## src/rtl/lnqm_pkg.sv

```systemverilog
// Shared types and constants for the linked node queue manager.
`timescale 1ns / 1ps
package lnqm_pkg;

	localparam int NUM_NODES_DEF  = 64;
	localparam int NUM_QUEUES_DEF = 4;

	localparam logic [1:0] ACT_APPEND = 2'd0;
	localparam logic [1:0] ACT_REMOVE = 2'd1;

	localparam logic [1:0] STAT_OK         = 2'd0;
	localparam logic [1:0] STAT_LINKED     = 2'd1;
	localparam logic [1:0] STAT_EMPTY      = 2'd2;
	localparam logic [1:0] STAT_NOT_MEMBER = 2'd3;

	typedef struct packed {
		logic [1:0] action;
		logic [1:0] queue_id;
		logic [5:0] node_index;
	} item_t;

	typedef struct packed {
		logic [1:0] status;
		logic [6:0] queue_length;
		logic [5:0] head_node;
		logic       head_valid;
	} result_t;

	typedef enum logic [2:0] {
		FSM_CLEAR,
		FSM_IDLE,
		FSM_EVAL,
		FSM_LINK,
		FSM_DONE
	} fsm_t;

endpackage

```

## src/rtl/lnqm_ram.sv

```systemverilog
// Single-port-write, registered-read synchronous memory.
`timescale 1ns / 1ps
module lnqm_ram #(
	parameter int DEPTH = 64,
	parameter int WIDTH = 8
) (
	input  logic                     clk,
	input  logic                     we,
	input  logic [$clog2(DEPTH)-1:0] waddr,
	input  logic [WIDTH-1:0]         wdata,
	input  logic                     re,
	input  logic [$clog2(DEPTH)-1:0] raddr,
	output logic [WIDTH-1:0]         rdata
);

	logic [WIDTH-1:0] mem [DEPTH];
	logic [WIDTH-1:0] rdata_q;

	always_ff @(posedge clk) begin
		if (we) begin
			mem[waddr] <= wdata;
		end
	end

	always_ff @(posedge clk) begin
		if (re) begin
			rdata_q <= mem[raddr];
		end
	end

	assign rdata = rdata_q;

endmodule

```

## src/rtl/linked_node_queue_manager_core.sv

```systemverilog
// Top level of the circular doubly linked queue manager over a shared node pool.
// A result passes through the evaluation state, then a link state for an append to a
// non-empty queue, which needs a second write on the link memories, then the completion
// state. A new transaction is accepted only when idle, or in completion with the output free.
// After reset a clearing pass marks every node free; input stalls during the pass.
`timescale 1ns / 1ps
module linked_node_queue_manager_core
	import lnqm_pkg::*;
#(
	parameter int NUM_NODES  = NUM_NODES_DEF,
	parameter int NUM_QUEUES = NUM_QUEUES_DEF
) (
	input  logic    clk,
	input  logic    arst_n,
	input  logic    item_valid,
	output logic    item_stall,
	input  item_t   item,
	output logic    result_valid,
	input  logic    result_stall,
	output result_t result
);

	localparam int NW = $clog2(NUM_NODES);
	localparam int QW = (NUM_QUEUES > 1) ? $clog2(NUM_QUEUES) : 1;
	localparam int CW = $clog2(NUM_NODES + 1);
	localparam int XW = (NW > 6) ? NW : 6;
	localparam int QX = (QW > 2) ? QW : 2;
	localparam int SW = QW + 1;

	fsm_t state_q, state_d;

	logic [NW-1:0] clr_q;

	logic [NW-1:0] head_q     [NUM_QUEUES];
	logic [CW-1:0] count_q    [NUM_QUEUES];
	logic          nonempty_q [NUM_QUEUES];

	logic [XW-1:0] node_ext;
	logic [QX-1:0] queue_ext;
	logic [NW-1:0] node_addr;
	logic [QW-1:0] queue_addr;
	logic          node_ok, queue_ok, accept, out_free;

	logic [1:0]    action_s1;
	logic [QW-1:0] q_s1;
	logic [NW-1:0] n_s1, head_s1;
	logic [CW-1:0] cnt_s1;
	logic          q_ok_s1, n_ok_s1, ne_s1;

	logic [SW-1:0] stat_rd;
	logic [NW-1:0] next_rd, prev_rd, tail_rd;
	logic          linked_rd;
	logic [QW-1:0] owner_rd;

	logic          app_ok, rem_empty, rem_ok, single, link_need;
	logic [1:0]    status_d;
	logic          new_ne;
	logic [NW-1:0] new_head;
	logic [CW-1:0] new_cnt;

	logic [1:0]    res_status_q;
	logic [CW-1:0] res_cnt_q;
	logic [NW-1:0] res_head_q;
	logic          res_ne_q, res_valid_q, load_res;

	logic          next_we, prev_we, stat_we;
	logic [NW-1:0] next_waddr, next_wdata, prev_waddr, prev_wdata, stat_waddr;
	logic [SW-1:0] stat_wdata;

	assign node_ext   = XW'(item.node_index);
	assign queue_ext  = QX'(item.queue_id);
	assign node_addr  = node_ext[NW-1:0];
	assign queue_addr = queue_ext[QW-1:0];
	assign node_ok    = 32'(item.node_index) < NUM_NODES;
	assign queue_ok   = 32'(item.queue_id) < NUM_QUEUES;

	assign out_free = !res_valid_q || !result_stall;
	assign accept   = item_valid && !item_stall;

	lnqm_ram #(.DEPTH(NUM_NODES), .WIDTH(SW)) u_stat_ram (
		.clk(clk), .we(stat_we), .waddr(stat_waddr), .wdata(stat_wdata),
		.re(accept), .raddr(node_addr), .rdata(stat_rd)
	);

	lnqm_ram #(.DEPTH(NUM_NODES), .WIDTH(NW)) u_next_ram (
		.clk(clk), .we(next_we), .waddr(next_waddr), .wdata(next_wdata),
		.re(accept), .raddr(node_addr), .rdata(next_rd)
	);

	lnqm_ram #(.DEPTH(NUM_NODES), .WIDTH(NW)) u_prev_ram (
		.clk(clk), .we(prev_we), .waddr(prev_waddr), .wdata(prev_wdata),
		.re(accept), .raddr(node_addr), .rdata(prev_rd)
	);

	// A copy of the previous-link memory gives the tail lookup its own read port.
	lnqm_ram #(.DEPTH(NUM_NODES), .WIDTH(NW)) u_tail_ram (
		.clk(clk), .we(prev_we), .waddr(prev_waddr), .wdata(prev_wdata),
		.re(accept), .raddr(head_q[queue_addr]), .rdata(tail_rd)
	);

	assign linked_rd = stat_rd[SW-1];
	assign owner_rd  = stat_rd[QW-1:0];

	always_ff @(posedge clk) begin
		if (accept) begin
			action_s1 <= item.action;
			q_s1      <= queue_addr;
			n_s1      <= node_addr;
			head_s1   <= head_q[queue_addr];
			cnt_s1    <= count_q[queue_addr];
			q_ok_s1   <= queue_ok;
			n_ok_s1   <= node_ok;
			ne_s1     <= queue_ok && nonempty_q[queue_addr];
		end
	end

	always_comb begin
		app_ok    = (action_s1 == ACT_APPEND) && q_ok_s1 && n_ok_s1 && !linked_rd;
		rem_empty = !q_ok_s1 || !ne_s1;
		rem_ok    = (action_s1 == ACT_REMOVE) && !rem_empty && n_ok_s1 && linked_rd
			&& (owner_rd == q_s1);
		single    = next_rd == n_s1;
		link_need = app_ok && ne_s1;

		if (action_s1 == ACT_APPEND) begin
			status_d = app_ok ? STAT_OK : STAT_LINKED;
		end else if (action_s1 == ACT_REMOVE) begin
			status_d = rem_empty ? STAT_EMPTY : (rem_ok ? STAT_OK : STAT_NOT_MEMBER);
		end else begin
			status_d = STAT_OK;
		end

		new_ne   = ne_s1;
		new_head = head_s1;
		new_cnt  = cnt_s1;
		if (app_ok) begin
			new_ne  = 1'b1;
			new_cnt = cnt_s1 + CW'(1);
			if (!ne_s1) begin
				new_head = n_s1;
			end
		end else if (rem_ok) begin
			if (cnt_s1 != '0) begin
				new_cnt = cnt_s1 - CW'(1);
			end
			if (single) begin
				new_ne   = 1'b0;
				new_head = '0;
			end else if (head_s1 == n_s1) begin
				new_head = next_rd;
			end
		end
	end

	always_ff @(posedge clk or negedge arst_n) begin
		if (!arst_n) begin
			state_q <= FSM_CLEAR;
			clr_q   <= '0;
		end else begin
			state_q <= state_d;
			if (state_q == FSM_CLEAR) begin
				clr_q <= clr_q + NW'(1);
			end
		end
	end

	always_comb begin
		state_d = state_q;
		case (state_q)
			FSM_CLEAR: begin
				if (clr_q == NW'(NUM_NODES - 1)) begin
					state_d = FSM_IDLE;
				end
			end
			FSM_IDLE: begin
				if (accept) begin
					state_d = FSM_EVAL;
				end
			end
			FSM_EVAL: begin
				state_d = link_need ? FSM_LINK : FSM_DONE;
			end
			FSM_LINK: begin
				state_d = FSM_DONE;
			end
			FSM_DONE: begin
				if (out_free) begin
					state_d = accept ? FSM_EVAL : FSM_IDLE;
				end
			end
			default: begin
				state_d = FSM_IDLE;
			end
		endcase
	end

	always_comb begin
		item_stall = 1'b1;
		load_res   = 1'b0;
		next_we    = 1'b0;
		next_waddr = n_s1;
		next_wdata = n_s1;
		prev_we    = 1'b0;
		prev_waddr = n_s1;
		prev_wdata = n_s1;
		stat_we    = 1'b0;
		stat_waddr = n_s1;
		stat_wdata = '0;
		case (state_q)
			FSM_CLEAR: begin
				stat_we    = 1'b1;
				stat_waddr = clr_q;
			end
			FSM_IDLE: begin
				item_stall = 1'b0;
			end
			FSM_EVAL: begin
				if (app_ok) begin
					next_we    = 1'b1;
					next_waddr = ne_s1 ? tail_rd : n_s1;
					prev_we    = 1'b1;
					prev_wdata = ne_s1 ? tail_rd : n_s1;
					stat_we    = 1'b1;
					stat_wdata = {1'b1, q_s1};
				end else if (rem_ok) begin
					next_we    = !single;
					next_waddr = prev_rd;
					next_wdata = next_rd;
					prev_we    = !single;
					prev_waddr = next_rd;
					prev_wdata = prev_rd;
					stat_we    = 1'b1;
					stat_wdata = {1'b0, owner_rd};
				end
			end
			FSM_LINK: begin
				next_we    = 1'b1;
				next_wdata = head_s1;
				prev_we    = 1'b1;
				prev_waddr = head_s1;
			end
			FSM_DONE: begin
				item_stall = !out_free;
				load_res   = out_free;
			end
			default: begin
				item_stall = 1'b1;
			end
		endcase
	end

	always_ff @(posedge clk or negedge arst_n) begin
		if (!arst_n) begin
			for (int i = 0; i < NUM_QUEUES; i++) begin
				nonempty_q[i] <= 1'b0;
				count_q[i]    <= '0;
			end
		end else if (state_q == FSM_EVAL && (app_ok || rem_ok)) begin
			nonempty_q[q_s1] <= new_ne;
			count_q[q_s1]    <= new_cnt;
		end
	end

	always_ff @(posedge clk) begin
		if (state_q == FSM_EVAL && (app_ok || rem_ok)) begin
			head_q[q_s1] <= new_head;
		end
	end

	always_ff @(posedge clk) begin
		if (state_q == FSM_EVAL) begin
			res_status_q <= status_d;
			res_cnt_q    <= new_cnt;
			res_head_q   <= new_head;
			res_ne_q     <= new_ne;
		end
	end

	always_ff @(posedge clk or negedge arst_n) begin
		if (!arst_n) begin
			res_valid_q <= 1'b0;
		end else if (load_res) begin
			res_valid_q <= 1'b1;
		end else if (!result_stall) begin
			res_valid_q <= 1'b0;
		end
	end

	always_ff @(posedge clk) begin
		if (load_res) begin
			result.status       <= res_status_q;
			result.queue_length <= res_ne_q ? 7'(res_cnt_q) : 7'd0;
			result.head_node    <= res_ne_q ? 6'(res_head_q) : 6'd0;
			result.head_valid   <= res_ne_q;
		end
	end

	assign result_valid = res_valid_q;

	logic [NUM_QUEUES-1:0] count_agrees;

	always_comb begin
		for (int i = 0; i < NUM_QUEUES; i++) begin
			count_agrees[i] = nonempty_q[i] == (count_q[i] != '0);
		end
	end

	a_count_matches_nonempty: assert property (@(posedge clk) disable iff (!arst_n)
		&count_agrees)
		else $error("Queue count and non-empty flag disagree.");

	a_result_after_done: assert property (@(posedge clk) disable iff (!arst_n)
		$rose(result_valid) |-> $past(state_q) == FSM_DONE)
		else $error("Result raised outside the completion state.");

	a_no_accept_in_clear: assert property (@(posedge clk) disable iff (!arst_n)
		state_q == FSM_CLEAR |=> !$past(accept))
		else $error("Transaction accepted during the clearing pass.");

endmodule
```

## config.mk

```make
export PLATFORM = sky130hd
export DESIGN_NAME = linked_node_queue_manager_core
export DESIGN_NICKNAME = d
export VERILOG_FILES = /design/src/rtl/lnqm_pkg.sv /design/src/rtl/lnqm_ram.sv /design/src/rtl/linked_node_queue_manager_core.sv
export SDC_FILE = /design/constraint.sdc
export NUM_CORES = 1
export LEC_CHECK = 0
export BUFFER_PORTS_ARGS = -buffer_cell sky130_fd_sc_hd__buf_2
export CORE_AREA = 2 2 362 292
export DETAILED_ROUTE_END_ITERATION = 7
export DIE_AREA = 0 0 364 294
export PLACE_DENSITY_LB_ADDON = 0.12
export SYNTH_ARGS = -nofsm -noshare
export SYNTH_HDL_FRONTEND = slang
export SYNTH_HIERARCHICAL = 1
export SYNTH_SLANG_ARGS = --single-unit
```

## constraint.sdc

```tcl
create_clock -name clk -period 8.58 [get_ports clk]
set_input_delay 0.858 -clock clk [delete_from_list [all_inputs] [get_ports clk]]
set_output_delay 0.858 -clock clk [all_outputs]
set_load 0.005 [all_outputs]
```

## After elaboration in Yosys (flattened, before gate mapping)

Memory sizes are Yosys's and may differ from the RTL's. A register that Yosys moved wholly into a read port is not among the register bits.
Index checks and enable logic that the tools add are counted.

| word-level totals | value |
|---|---|
| bits in registers | 98 |
| bits in latches | 0 |
| bits in writable memories | 1368 |
| ROM bits | 0 |
| memories | 5 |

Memories:

| name | words | bits a word | read ports | clocked after memory_dff | wr ports | line | RTL |
|---|---|---|---|---|---|---|---|
| u_next_ram.mem | 64 | 6 | 1 | 1 | 1 | lnqm_ram.sv:16 | `logic [WIDTH-1:0] mem [DEPTH];` |
| u_prev_ram.mem | 64 | 6 | 1 | 1 | 1 | lnqm_ram.sv:16 |  |
| u_tail_ram.mem | 64 | 6 | 1 | 1 | 1 | lnqm_ram.sv:16 |  |
| u_stat_ram.mem | 64 | 3 | 1 | 1 | 1 | lnqm_ram.sv:16 |  |
| head_q | 4 | 6 | 1 | 0 | 1 | linked_node_queue_manager_core.sv:34 | `logic [NW-1:0] head_q [NUM_QUEUES];` |

| operators by class | value |
|---|---|
| $add $sub $neg | 3 |
| multiply operators | 0 |
| divide/modulo/power cells | 0 |
| $lt $le $gt $ge | 3 |
| equality and inequality tests | 13 |
| shifts and indexed selects | 0 |
| mux-type cells | 61 |
| bitwise operators | 2 |
| reductions and logical operators | 20 |

Operator list:

| kind | count |
|---|---|
| 6-bit 2-to-1 mux | 12 |
| 7-bit 2-to-1 mux | 6 |
| 28-bit bitwise mux | 1 |
| 1-bit 2-to-1 mux | 20 |
| 3-bit 2-to-1 mux | 6 |
| 3-bit one-hot mux with 5 select lines | 1 |
| 7-bit binary-select mux with 2-bit select | 1 |
| 7-bit demux with 2-bit select | 1 |
| 6-bit equality test | 2 |
| 2-bit 2-to-1 mux | 6 |
| 6-bit one-hot mux with 2 select lines | 1 |
| 1-bit logical AND | 8 |
| 7-bit by 1-bit adder with 7-bit output (second input constant) | 1 |
| 7-bit nonzero test | 1 |
| 7-bit by 1-bit subtractor with 7-bit output (second input constant) | 1 |
| 6-bit by 1-bit adder with 6-bit output (second input constant) | 1 |
| 3-bit by 2-bit equality test with 1-bit output (second input constant) | 2 |
| 6-bit equality test (second input constant) | 1 |
| 3-bit greater-or-equal comparator (second input constant) | 2 |
| 1-bit logical NOT | 6 |
| 2-bit NOT with 3-bit output | 2 |
| 1-bit one-hot mux with 2 select lines | 3 |
| 4-bit bitwise mux | 1 |
| 2-bit by 1-bit != test with 1-bit output (second input constant) | 2 |
| 12 further kinds | 14 |

## Depth between registers and ports, before layout

| depth | value |
|---|---|
| word-level depth | 9 |
| depth in mapped cells | 12 |
| mapped depth without buffers | 9 |

## Hierarchy

Netlist, hierarchy kept.

By module, submodules not included:

| module | instances | cells each | area each (sq um) |
|---|---|---|---|
| lnqm_ram at u_next_ram ... | 3 | 720 | 15285.9 |
| lnqm_ram at u_stat_ram | 1 | 423 | 7893.8 |
| linked_node_queue_manager_core | 1 | 414 | 5766.8 |

## Least setup slack after synthesis

OpenSTA, ideal clock, no wires.

| timing | value |
|---|---|
| path type | register -> register |
| start point | register u_stat_ram.rdata_q[2] (netlist: u_stat_ram/rdata[2]) (read register of u_stat_ram.mem) |
| end point | memory u_next_ram/mem[33][0] in the netlist's numbering (enable) |
| setup time | 375 ps |
| arrival time | 8618 ps |
| data required time | 8205 ps |
| path slack | -413 ps |
| cell stages (with the launch flop) | 9 |
| period minus slack after synthesis | 8993 ps |
| path through | edfxtp_1 or3_1 clkbuf_1 nor2_1 and2_1 a21oi_1 o21ai_0 nand3_1 nor2_1 |

| between the ends | value |
|---|---|
| elaborated cells on any way between the ends | 12 |

RTL lines:

| element | line | RTL |
|---|---|---|
| start: declaration | lnqm_ram.sv:17 | `logic [WIDTH-1:0] rdata_q;` |
| 1-bit logical AND | linked_node_queue_manager_core.sv:120 | `rem_ok = (action_s1 == ACT_REMOVE) && !rem_empty && n_ok_s1 && linked_rd` |
| 1-bit logical AND | linked_node_queue_manager_core.sv:121 | `&& (owner_rd == q_s1);` |
| 6-bit 2-to-1 mux | linked_node_queue_manager_core.sv:225 | `end else if (rem_ok) begin` |
| 6-bit 2-to-1 mux * | linked_node_queue_manager_core.sv:218 | `if (app_ok) begin` |
| 6-bit 2-to-1 mux * | linked_node_queue_manager_core.sv:209 | `case (state_q)` |
| via next_waddr[0] | linked_node_queue_manager_core.sv:67 | `logic [NW-1:0] next_waddr, next_wdata, prev_waddr, prev_wdata, stat_waddr;` |
| end: declaration | lnqm_ram.sv:16 |  |

The timed path passes the listed nets; every way through them passes the cells marked *.

## Worst setup path in the final report

| timing | value |
|---|---|
| start point | register ne_s1 |
| end point | memory u_prev_ram/mem[39][2] in the netlist's numbering (enable) |

| between the ends | value |
|---|---|
| elaborated cells on any way between the ends | 11 |

RTL lines:

| element | line | RTL |
|---|---|---|
| start: declaration | linked_node_queue_manager_core.sv:48 | `logic q_ok_s1, n_ok_s1, ne_s1;` |
| start signal: assignment | linked_node_queue_manager_core.sv:113 | `ne_s1 <= queue_ok && nonempty_q[queue_addr];` |
| 1-bit logical AND (2 in series) | linked_node_queue_manager_core.sv:120 |  |
| 1-bit logical AND | linked_node_queue_manager_core.sv:121 |  |
| 6-bit 2-to-1 mux (2 in series) | n/a |  |
| 6-bit one-hot mux with 2 select lines | n/a |  |
| via next_wdata[0] | linked_node_queue_manager_core.sv:67 |  |
| end: declaration | lnqm_ram.sv:16 |  |

The timed path passes the listed nets, and every way through them passes these cells.

==> results.cfg <==
[routing]
drt-initial-drc-count = 3555
vias = 29800
drtPass1Iterations = 7
ant_nets = 0
route.detailed.drc = 0
via_per_inst = 6.52
routedWlPerCell_um = 28.7
wirelength_um = 131000

[setup_path]
critical_path.cell_chain = nand4b_1 > or3_1 > nor2_1 > a22oi_1 > o21ai_4 > buf_4 > nand4_1 > nor2_1
path_class = flop to flop
crit_path_end_kind = flop
critical_path_arrival_ns = 5.57
slowest_stage = nand4_1
crit_path_max_fanout = 56
crit_top_cell = nor2_1
cp.required_ns = 8.97
start_kind = flop
slowest_delay_ns = 0.76

[floorplanning]
core_area_mm2 = 0.104
pin_count = 32
rows = 106
die_y_um = 294
fp.dieArea_mm2 = 0.107
die_x_um = 364
initial_core_util_pct = 57.5

[logic_synthesis]
seq_area_frac_synth_pct = 74.7
ys_types = 73
ys_seq_elements = 1487
yosys_most_used_dff = edfxtp_1
syn_area_mm2 = 0.0595
synth_warnings = 6
synth_fp_nets = 3015
syn_avg_cell_area_um2 = 19.9
yosysMostFrequentCell = edfxtp_1
synth_area_leader_cell = edfxtp_1
synth_edf_count = 1445
netlist_instances = 2997
async_flop_share_pct = 2.82
synth_area_leaders = edfxtp_1, mux4_2, nor2_1
synth.top_cell.area_share_pct = 72.9
yosys-top-cells-count = edfxtp_1, mux4_2, nor2_1, clkbuf_1, mux2_2

[sta]
fmax_mhz = 193
timing.setup.tns_ns = 0
whs_ns = 0.263
fin_crit_sh_pct = 60.4
relSlewSlack_pct = 8.65
setup_violations = 0
rsz0062_at_grt = no
final_hold_viol_count = 0
final_max_slew_viol_count = 0
finalCriticalPeriod_ns = 5.18
clock_skew_ns = 0.0246
tightest_slew_ns = 1.37

[outcome]
status = completed

[cts]
htreeDepth = 4
post_cts_resized = 0
holdBufCountCts = 0
postCtsSetupRepairBufs = 0
numCtsBuffers = 143
cts_tree = done
clockBufferDepth = 3
cts_root_buf = clkbuf_16
clk_pin_slew_ns = 0.06
clk-insertion-delay-late_ns = 0.77
cts_sinks = 1487

[cells_and_area]
area_growth_pct = 10.0
nets = 3066
layout-drive-gt1-share_pct = 22.1
regArea_mm2 = 0.0444
layoutNonFillerInstCount = 4562
fillers = 6945
multiInputGateArea_mm2 = 0.0142

[power]
pwr_density_cell_mw_per_mm2 = 231
p_leak_nw = 20.4
ir_drop_uv = 167
power.total_mw = 15.1

[global_route]
grt_pass1_wl_um = 195000
track_usage_pct = 25.0
grt_max_degree = 98
overflow = 0
antenna_found_initial = 4
grt_pass1_vias = 29500

[placed_design]
gp_congestion = 0.847
dp_hpwl_um = 79400
io_buffer_count = 31
dp.cells = 4307

[worst_hold_path]
hold_path.class = primary input to async pin

[job]
cap_viol_max_count = 0
## registers in the layout, indices dropped and copies added (netlist names), 7 cells and up
| signal | flops |
|---|---|
| cnt_s1 | 7 |
| result | 16 |
| head_q | 24 |
| count_q | 28 |
| res_cnt_q | 7 |
| u_stat_ram/mem | 192 |
| u_tail_ram/mem | 384 |
| u_prev_ram/mem | 384 |
| u_next_ram/mem | 384 |
## metal layers
metal / vias up / wire length [µm] / GRT usage (%) / share of wire (%)
met5: - / 0 / 0 / 0
met4: 0 / 2700 / 7.38 / 2.1
met3: 192 / 10900 / 4.69 / 8.3
met2: 1323 / 60300 / 36.8 / 46
met1: 15800 / 57100 / 38.8 / 44
li1: 12500 / - / - / -
## critical path: cells and delay by family (launching register included)
kind / cells / cell delay, ns
and+or+nand+nor: 5 / 2.83
buffers and inverters: 1 / 0.60
DFF: 1 / 0.58
AOI/OAI and AO/OA: 2 / 0.80
## final cells by class
class / instances / share of cell area (%)
Multi-Input combinational cell: 1332 / 21.7
Sequential cell: 1487 / 67.9
Tap cell: 1404 / 2.68
Timing Repair Buffer: 76 / 0.812
Clock buffer: 180 / 5.93
Inverter: 8 / 0.0459
Antenna cell: 2 / 0.00764
Clock inverter: 73 / 0.952
## report_power, final
part,internal (mW),switching (mW)
Clock,3.50,2.58
Combinational,0.318,0.634
Sequential,8.05,0.0489
Total,11.9,3.26
## worst paths after layout
| kind | from | end | slack (ns) | cells after the start |
|---|---|---|---|---|
| hold / removal | arst_n | count_q[18] | 0.26 | 1 |
| max in group asynchronous | arst_n | nonempty_q[2] | 7.68 | 1 |
| setup reg to reg | ne_s1 | u_prev_ram/mem[39][2] | 3.40 | 8 |
| hold reg to reg | res_status_q[0] | result[14] | 0.42 | 0 |
| min in group clk | item[8] | action_s1[0] | 0.36 | 1 |
| setup / recovery | ne_s1 | u_prev_ram/mem[39][2] | 3.40 | 8 |
## logic make-up after synthesis
| group | share of synthesized area (%) |
|---|---|
| buffers and inverters | 1.77 |
| xor gates and xnor gates | 0.338 |
| and+or+nand+nor | 4.72 |
| muxes | 15.3 |
| DFF | 74.7 |
| adders and majority gates | 0.0841 |
| AOI/OAI and AO/OA | 3.13 |
## cells in the final DEF (no fill, tap or decap), types with 8 or more instances in the layout
cell type and n:
nor2_1 291, mux2_2 62, mux4_2 315, nand4_1 16
o21ai_1 20, clkbuf_1 27, buf_2 28, mux4_1 23
a211oi_1 20, bufinv_16 10, a221oi_1 11, nor3b_1 8
dfrtp_1 42, o22a_1 19, a21oi_1 30, clkinv_1 31
nand2b_1 24, nand3_1 46, nand2_1 47, a22oi_1 21
clkbuf_16 149, or3_1 11, nand3b_1 14, o21ai_4 8
a32o_1 10, o22ai_1 47, buf_4 44, mux2i_1 55
and2_1 20, nor2b_1 34, xnor2_1 15, edfxtp_1 1445
clkinv_2 18, xor2_1 8, o221ai_1 27, nor3_1 25
## through the flow
stage                     utilization [%]  instance area (µm²)  worst slack (ns)
final                                63.2                65500              3.40
after global routing                 63.2                65500              3.11
after CTS                            63.2                65500              3.40
after detailed placement             58.9                61000              3.36
after global placement               58.9                61000              3.72
after floorplan                         -                59500             0.409
No activity file was read; power rests on OpenSTA's default activity.
